===== config.mk =====
export PLATFORM = sky130hd
export DESIGN_NAME = stream_pattern_wait_with_timeout_core
export DESIGN_NICKNAME = d
export VERILOG_FILES = /design/src/spwt_pkg.sv /design/src/spwt_cfg_regs.sv /design/src/spwt_match_core.sv /design/src/stream_pattern_wait_with_timeout_core.sv
export SDC_FILE = /design/constraint.sdc
export NUM_CORES = 1
export LEC_CHECK = 0
export BUFFER_PORTS_ARGS = -buffer_cell sky130_fd_sc_hd__buf_2
export CORE_MARGIN = 1.5
export CORE_UTILIZATION = 60
export DETAILED_ROUTE_END_ITERATION = 16
export PLACE_DENSITY_LB_ADDON = 0.1
export SLEW_MARGIN = 20
export SYNTH_ARGS = -nofsm -noshare
export SYNTH_HDL_FRONTEND = slang
export SYNTH_SLANG_ARGS = --single-unit
export TNS_END_PERCENT = 20

===== constraint.sdc =====
create_clock -name clk -period 4.3 [get_ports clk]
set_input_delay 0.645 -clock clk [delete_from_list [all_inputs] [get_ports clk]]
set_output_delay 0.645 -clock clk [all_outputs]
set_load 0.03 [all_outputs]

===== src/spwt_pkg.sv =====
package spwt_pkg;

  localparam int unsigned MAX_PATTERN = 16;
  localparam int unsigned LEN_W = 5;
  localparam int unsigned TIMEOUT_W = 32;
  localparam int unsigned PATTERN_W = 8 * MAX_PATTERN;

  localparam logic [TIMEOUT_W-1:0] TIMEOUT_RESET = 32'd2000;
  localparam logic [LEN_W-1:0] LENGTH_RESET = 5'd1;

  typedef enum logic [1:0] {
    REG_PATTERN_LOW  = 2'd0,
    REG_PATTERN_HIGH = 2'd1,
    REG_LENGTH       = 2'd2,
    REG_TIMEOUT      = 2'd3
  } reg_idx_t;

  typedef enum logic [1:0] {
    OP_BYTE  = 2'd0,
    OP_TICK  = 2'd1,
    OP_START = 2'd2,
    OP_NONE  = 2'd3
  } op_t;

  typedef enum logic [1:0] {
    PH_IDLE      = 2'd0,
    PH_WAITING   = 2'd1,
    PH_FOUND     = 2'd2,
    PH_TIMED_OUT = 2'd3
  } phase_t;

  typedef struct packed {
    logic [PATTERN_W-1:0] pattern;
    logic [LEN_W-1:0]     used_len;
    logic [TIMEOUT_W-1:0] timeout;
  } cfg_t;

  typedef struct packed {
    op_t        opcode;
    logic [7:0] rx_byte;
  } item_t;

  typedef struct packed {
    phase_t           status;
    logic [LEN_W-1:0] position;
  } res_t;

endpackage


===== src/spwt_cfg_regs.sv =====
module spwt_cfg_regs (
  input  logic                clk,
  input  logic                rst,
  input  logic                cfg_valid,
  output logic                cfg_ready,
  input  logic [1:0]          cfg_index,
  input  logic [63:0]         cfg_data,
  output spwt_pkg::cfg_t      cfg
);

  logic [63:0] pattern_low;
  logic [63:0] pattern_high;
  logic [spwt_pkg::LEN_W-1:0] pattern_length;
  logic [spwt_pkg::TIMEOUT_W-1:0] timeout_ticks;
  logic cfg_write;

  assign cfg_ready = 1'b1;
  assign cfg_write = cfg_valid && cfg_ready;

  always_ff @(posedge clk) begin
    if (rst) begin
      pattern_low    <= '0;
      pattern_high   <= '0;
      pattern_length <= spwt_pkg::LENGTH_RESET;
      timeout_ticks  <= spwt_pkg::TIMEOUT_RESET;
    end else if (cfg_write) begin
      case (spwt_pkg::reg_idx_t'(cfg_index))
        spwt_pkg::REG_PATTERN_LOW:  pattern_low    <= cfg_data;
        spwt_pkg::REG_PATTERN_HIGH: pattern_high   <= cfg_data;
        spwt_pkg::REG_LENGTH:       pattern_length <= cfg_data[spwt_pkg::LEN_W-1:0];
        spwt_pkg::REG_TIMEOUT:      timeout_ticks  <= cfg_data[spwt_pkg::TIMEOUT_W-1:0];
        default: ;
      endcase
    end
  end

  always_comb begin
    cfg.pattern = {pattern_high, pattern_low};
    cfg.timeout = timeout_ticks;
    if (pattern_length == '0) begin
      cfg.used_len = spwt_pkg::LEN_W'(1);
    end else if (pattern_length > spwt_pkg::LEN_W'(spwt_pkg::MAX_PATTERN)) begin
      cfg.used_len = spwt_pkg::LEN_W'(spwt_pkg::MAX_PATTERN);
    end else begin
      cfg.used_len = pattern_length;
    end
  end

endmodule


===== src/spwt_match_core.sv =====
module spwt_match_core (
  input  logic              clk,
  input  logic              rst,
  input  logic              fire,
  input  spwt_pkg::item_t   item,
  input  spwt_pkg::cfg_t    cfg,
  output spwt_pkg::res_t    res
);

  spwt_pkg::phase_t phase;
  spwt_pkg::phase_t phase_next;
  logic [spwt_pkg::LEN_W-1:0] position;
  logic [spwt_pkg::LEN_W-1:0] position_next;
  logic [spwt_pkg::TIMEOUT_W-1:0] elapsed;
  logic [spwt_pkg::TIMEOUT_W-1:0] elapsed_next;
  logic [spwt_pkg::TIMEOUT_W-1:0] elapsed_inc;
  logic [spwt_pkg::LEN_W-1:0] pos_inc;
  logic [7:0] pos_byte;
  logic [7:0] first_byte;
  logic byte_hit;
  logic first_hit;
  logic waiting;

  assign waiting     = (phase == spwt_pkg::PH_WAITING);
  assign pos_byte    = cfg.pattern[8*position[3:0] +: 8];
  assign first_byte  = cfg.pattern[7:0];
  assign byte_hit    = (item.rx_byte == pos_byte);
  assign first_hit   = (item.rx_byte == first_byte);
  assign pos_inc     = position + spwt_pkg::LEN_W'(1);
  assign elapsed_inc = (elapsed == '1) ? elapsed : elapsed + spwt_pkg::TIMEOUT_W'(1);

  always_comb begin
    phase_next = phase;
    case (item.opcode)
      spwt_pkg::OP_START: begin
        phase_next = (cfg.timeout == '0) ? spwt_pkg::PH_TIMED_OUT : spwt_pkg::PH_WAITING;
      end
      spwt_pkg::OP_TICK: begin
        if (waiting && elapsed_inc >= cfg.timeout) begin
          phase_next = spwt_pkg::PH_TIMED_OUT;
        end
      end
      spwt_pkg::OP_BYTE: begin
        if (waiting && byte_hit && pos_inc >= cfg.used_len) begin
          phase_next = spwt_pkg::PH_FOUND;
        end
      end
      default: ;
    endcase
  end

  always_comb begin
    position_next = position;
    elapsed_next  = elapsed;
    case (item.opcode)
      spwt_pkg::OP_START: begin
        position_next = '0;
        elapsed_next  = '0;
      end
      spwt_pkg::OP_TICK: begin
        if (waiting) begin
          elapsed_next = elapsed_inc;
        end
      end
      spwt_pkg::OP_BYTE: begin
        if (waiting) begin
          if (byte_hit) begin
            position_next = (pos_inc >= cfg.used_len) ? cfg.used_len : pos_inc;
          end else begin
            position_next = first_hit ? spwt_pkg::LEN_W'(1) : '0;
          end
        end
      end
      default: ;
    endcase
  end

  always_comb begin
    res.status   = phase_next;
    res.position = position_next;
  end

  always_ff @(posedge clk) begin
    if (rst) begin
      phase    <= spwt_pkg::PH_IDLE;
      position <= '0;
      elapsed  <= '0;
    end else if (fire) begin
      phase    <= phase_next;
      position <= position_next;
      elapsed  <= elapsed_next;
    end
  end

  a_position_range: assert property (@(posedge clk) disable iff (rst)
    position <= spwt_pkg::LEN_W'(spwt_pkg::MAX_PATTERN))
    else $error("match position beyond pattern size");

  a_start_clears: assert property (@(posedge clk) disable iff (rst)
    fire && item.opcode == spwt_pkg::OP_START |=>
      position == '0 && elapsed == '0 &&
      (phase == spwt_pkg::PH_WAITING || phase == spwt_pkg::PH_TIMED_OUT))
    else $error("start did not clear the wait");

  a_found_nonzero: assert property (@(posedge clk) disable iff (rst)
    phase == spwt_pkg::PH_FOUND |-> position != '0)
    else $error("found with no bytes matched");

  a_idle_clear: assert property (@(posedge clk) disable iff (rst)
    phase == spwt_pkg::PH_IDLE |-> position == '0 && elapsed == '0)
    else $error("state not clear while idle");

  a_hold_without_fire: assert property (@(posedge clk) disable iff (rst)
    !fire |=> $stable(elapsed) && $stable(position))
    else $error("state moved without a transfer");

endmodule


===== src/stream_pattern_wait_with_timeout_core.sv =====
// Streaming pattern wait with timeout.
// Input channel (in_valid, in_stall, opcode, rx_byte): a transfer happens on
// a rising edge with in_valid high and in_stall low. Opcode 0 carries a
// received byte, 1 a timer tick, 2 starts a new wait, 3 changes nothing.
// Output channel (out_valid, out_stall, wait_status, match_position): one
// result per input transfer, in order, giving the status and match position
// after that item.
// Configuration channel (cfg_valid, cfg_ready, cfg_index, cfg_data): index 0
// pattern bytes 0-7, 1 pattern bytes 8-15, 2 pattern length, 3 timeout in
// ticks. cfg_ready is always high; write only while no items are in flight.
// The item waits in an input register and its result is loaded into a result
// register once the output is not stalled. Throughput: one item per cycle
// while the output does not stall; the byte compare and the 32-bit tick
// increment sit between those two registers.
// A stalled result holds; one further item is taken into the input register
// and in_stall then rises until the result is taken.
// Reset (rst, synchronous): idle status, position and tick count cleared,
// pattern zero, length 1, timeout 2000, both stages empty.
module stream_pattern_wait_with_timeout_core (
  input  logic        clk,
  input  logic        rst,
  input  logic        in_valid,
  output logic        in_stall,
  input  logic [1:0]  opcode,
  input  logic [7:0]  rx_byte,
  output logic        out_valid,
  input  logic        out_stall,
  output logic [1:0]  wait_status,
  output logic [4:0]  match_position,
  input  logic        cfg_valid,
  output logic        cfg_ready,
  input  logic [1:0]  cfg_index,
  input  logic [63:0] cfg_data
);

  spwt_pkg::cfg_t  cfg;
  spwt_pkg::item_t in_item;
  spwt_pkg::res_t  res;
  logic in_reg_valid;
  logic in_take;
  logic load_out;

  spwt_cfg_regs u_cfg_regs (
    .clk       (clk),
    .rst       (rst),
    .cfg_valid (cfg_valid),
    .cfg_ready (cfg_ready),
    .cfg_index (cfg_index),
    .cfg_data  (cfg_data),
    .cfg       (cfg)
  );

  spwt_match_core u_match_core (
    .clk  (clk),
    .rst  (rst),
    .fire (load_out),
    .item (in_item),
    .cfg  (cfg),
    .res  (res)
  );

  assign load_out = in_reg_valid && (!out_valid || !out_stall);
  assign in_stall = in_reg_valid && !load_out;
  assign in_take  = in_valid && !in_stall;

  always_ff @(posedge clk) begin
    if (rst) begin
      in_reg_valid <= 1'b0;
    end else begin
      in_reg_valid <= in_take || (in_reg_valid && !load_out);
    end
  end

  always_ff @(posedge clk) begin
    if (in_take) begin
      in_item.opcode  <= spwt_pkg::op_t'(opcode);
      in_item.rx_byte <= rx_byte;
    end
  end

  always_ff @(posedge clk) begin
    if (rst) begin
      out_valid <= 1'b0;
    end else if (load_out) begin
      out_valid <= 1'b1;
    end else if (!out_stall) begin
      out_valid <= 1'b0;
    end
  end

  always_ff @(posedge clk) begin
    if (load_out) begin
      wait_status    <= res.status;
      match_position <= res.position;
    end
  end

  a_stall_needs_full: assert property (@(posedge clk) disable iff (rst)
    in_stall |-> in_reg_valid && out_valid && out_stall)
    else $error("input stalled with room downstream");

  a_load_shows: assert property (@(posedge clk) disable iff (rst)
    load_out |=> out_valid)
    else $error("processed item produced no result");

  a_no_drop: assert property (@(posedge clk) disable iff (rst)
    in_reg_valid && !load_out |=> in_reg_valid)
    else $error("pending item lost");

endmodule

==> flow_metrics.tcl <==
set metrics [dict create \
    worst_ep_required_time_ns 4.56 \
    worstHoldPathType "in2reg" \
    wl_per_cell_um 17.8 \
    cts_resized 0 \
    fillCellCount 1487 \
    row_count 49 \
    yosysTopAreaCellShare_pct 37.6 \
    synth_area_leaders "dfxtp_1, nand2_1, a21oi_1" \
    power.share.switching_pct 23.6 \
    drtPass1Iterations 5 \
    seqPwrFrac_pct 46.6 \
    gp_congestion 0.869 \
    skew_ns 0.0201 \
    synth.distinct_cells 59 \
    insertion_delay_ns 0.53 \
    p_comb_share_pct 7.0 \
    cp_max_fo 5 \
    htree_levels 1 \
    critPathSlowestCell "dfxtp_1" \
    critPathMaxStageDelay_ns 0.42 \
    dpl_cell_area_mm2 0.0116 \
    drv_slew 0 \
    diodes 0 \
    routed_via_density 5.88 \
    async_flop_share_pct 0 \
    critPathArrivalTime_ns 4.30 \
    yosysWarnings 0 \
    wirelength_um 28900 \
    p_int_w 0.00360 \
    drt_iter0_markers 800 \
    p_leak_nw 4.80 \
    vias 9542 \
    fmax_mhz 248 \
    max_cap_viol_count 0 \
    worst_pin_slew_ns 1.09 \
    synthCells 1313 \
    cts_sinks 223 \
    cts_setup_buffers 0 \
    die_h_um 138 \
    ir_drop_uv 340 \
    syn_nets 1433 \
    ctsHoldBuffers 0 \
    syn_to_final_growth_pct 13.9 \
    switchingPower_w 0.00111 \
    relSlewSlack_pct 27.4 \
    critPathKind "reg2reg" \
    run_status "finished clean" \
    grt_first_pass_wirelength_um 46300 \
    yosysMostFrequentCell "nand2_1" \
    cts_root_buffer "clkbuf_16" \
    worst_path_dominant_cell_family "simple AND/OR/NAND/NOR gates" \
    syn_area_per_cell_um2 8.35 \
    clk_path_buf_depth 3 \
    final_cell_area_mm2 0.0125 \
    setup.worst_path.start_class "register" \
    worstPathCellList "ha_1, nand2_1, or3_1, a2111oi_2, nand3_2, nor3_4, xor2_1, ha_1, nand4_1, nor3_1, nor4_1, o211ai_1, a21oi_1, a31oi_1, buf_4, a311oi_1, nor3_1" \
    finalHoldViolCount 0 \
    layout.nets 1498 \
    seq_area_frac_synth_pct 42.3 \
    finalSetupViolCount 0 \
    numCtsBuffers 24 \
    grt_max_degree 100 \
    core_mm2 0.0180 \
    synth_ff_type "dfxtp_1" \
    io_pins 91 \
    drive_gt1_share_pct 14.5 \
    dieWidth_um 138 \
    period_needed_ns 4.04 \
    synth_seq_cells 223 \
    portBuffers 89 \
    synth_top_area_cell "dfxtp_1" \
    gr-usage-all-layers_pct 29.7 \
    synth_edf_count 17 \
    setup_tns_ns 0 \
    grt_pass1_vias 8927 \
    cp.buffers_inverters 1 \
    synth_commonest_cells "nand2_1, dfxtp_1, a21oi_1" \
    power.share.clock_pct 46.4 \
    synth_area_mm2 0.0110 \
    die-area_mm2 0.0191 \
    grt_overflow_total 0 \
    clkTransAtPathRegs_ns 0.06 \
    rsz0062_at_grt "no" \
    worst_setup_path_end_kind "register" \
    hpwl_um 20000 \
    cts_tree "done" \
    p_per_area_mw_per_mm2 377 \
    antenna_found_initial 0 \
    detail-route-antenna-nets 0 \
    initial_core_util_pct 61.1 \
    drc 0 \
    finalCritPeriodShare_pct 93.9 \
]
[stage by stage]
stage               std cells  hold slack, ns  utilization (%)  total power [W]  setup slack, ns
CTS                      1624           0.282             69.4          0.00472            0.205
global placement         1581           0.438             64.7          0.00256            0.356
floorplan                1313           0.432                -          0.00243            0.519
finish                   1624           0.293             69.5          0.00471            0.262
global route             1624           0.282             69.5          0.00485           0.0126
detailed placement       1581           0.445             64.7          0.00257            0.260
[final timing paths]
check,start,endpoint,slack [ns],cells past startpoint
worst max-delay path,u_match_core.elapsed[0],wait_status[1],0.26,17
worst min-delay path,rx_byte[6],in_item[6],0.29,1
worst max register to register,u_match_core.elapsed[0],wait_status[1],0.26,17
worst min register to register,u_cfg_regs.pattern_high[30],u_cfg_regs.pattern_high[30],0.45,2
[logic make-up (layout without fill, tap and decap cells)]
kind of cell | Yosys count | count (layout) | synth area share, %
muxes | 56 | 56 | 8.99
AOI/OAI and AO/OA | 287 | 287 | 15.0
DFF | 223 | 223 | 42.3
adders and majority gates | 39 | 39 | 4.45
and+or+nand+nor | 539 | 539 | 21.1
buffers and inverters | 119 | 201 | 4.23
xor gates and xnor gates | 49 | 49 | 3.91
other | 1 | 1 | 0.0342
[placed cells by master (no fill, tap or decap), drive strengths merged, types with 20 or more instances in the layout]
| master | synthesis | final |
|---|---|---|
| o21ai | 41 | 41 |
| xnor2 | 20 | 20 |
| inv | 41 | 41 |
| nand2 | 351 | 351 |
| mux4 | 32 | 32 |
| clkbuf | 60 | 33 |
| xor2 | 29 | 29 |
| buf | 18 | 117 |
| a21oi | 185 | 185 |
| nor2 | 75 | 75 |
| ha | 39 | 39 |
| dfxtp | 206 | 206 |
[registers in the layout, indices dropped and copies added (netlist names)]
| register | flops |
|---|---|
| wait_status | 2 |
| u_match_core.phase | 2 |
| u_cfg_regs.timeout_ticks | 32 |
| out_valid | 1 |
| u_cfg_regs.pattern_low | 64 |
| match_position | 5 |
| u_cfg_regs.pattern_length | 5 |
| u_match_core.elapsed | 32 |
| in_reg_valid | 1 |
| u_match_core.position | 5 |
| in_item | 10 |
| u_cfg_regs.pattern_high | 64 |
[worst reg2reg max path: stages (launching register included)]
cell and delay, ns:
dfxtp_1 0.42, ha_1 0.21, nand2_1 0.11, or3_1 0.39
a2111oi_2 0.34, nand3_2 0.21, nor3_4 0.26, xor2_1 0.21
ha_1 0.28, nand4_1 0.11, nor3_1 0.07, nor4_1 0.17
o211ai_1 0.14, a21oi_1 0.17, a31oi_1 0.10, buf_4 0.17
a311oi_1 0.33, nor3_1 0.09
[routing by layer]
metal | global-route usage (%) | part of all wire [%] | vias up
met4 | 8.31 | 2.7 | 0
met5 | 0 | 0 | -
met3 | 3.50 | 5.6 | 47
met1 | 40.9 | 44 | 4536
met2 | 49.6 | 48 | 298
li1 | - | - | 4661
[power by group through the flow]
stage	registers [W]	clock network (W)	logic, W
2_1_floorplan	0.00223	0	0.000204
3_3_place_gp	0.00224	0	0.000321
3_5_place_dp	0.00224	0	0.000325
4_1_cts	0.00220	0.00220	0.000327
5_1_grt	0.00220	0.00229	0.000361
6_report	0.00220	0.00219	0.000328
[final cells by class]
type                    instances  area [um^2]  area share [%]
well taps                     229          287            2.29
multi-input cells             971         5900            47.3
inverters                      41          154            1.23
clock buffers                  33          704            5.64
flip-flops and latches        223         4640            37.1
clock inverters                10          145            1.16
repair buffers                117          662            5.30
Note: power is estimated with default switching activity, not from simulation.
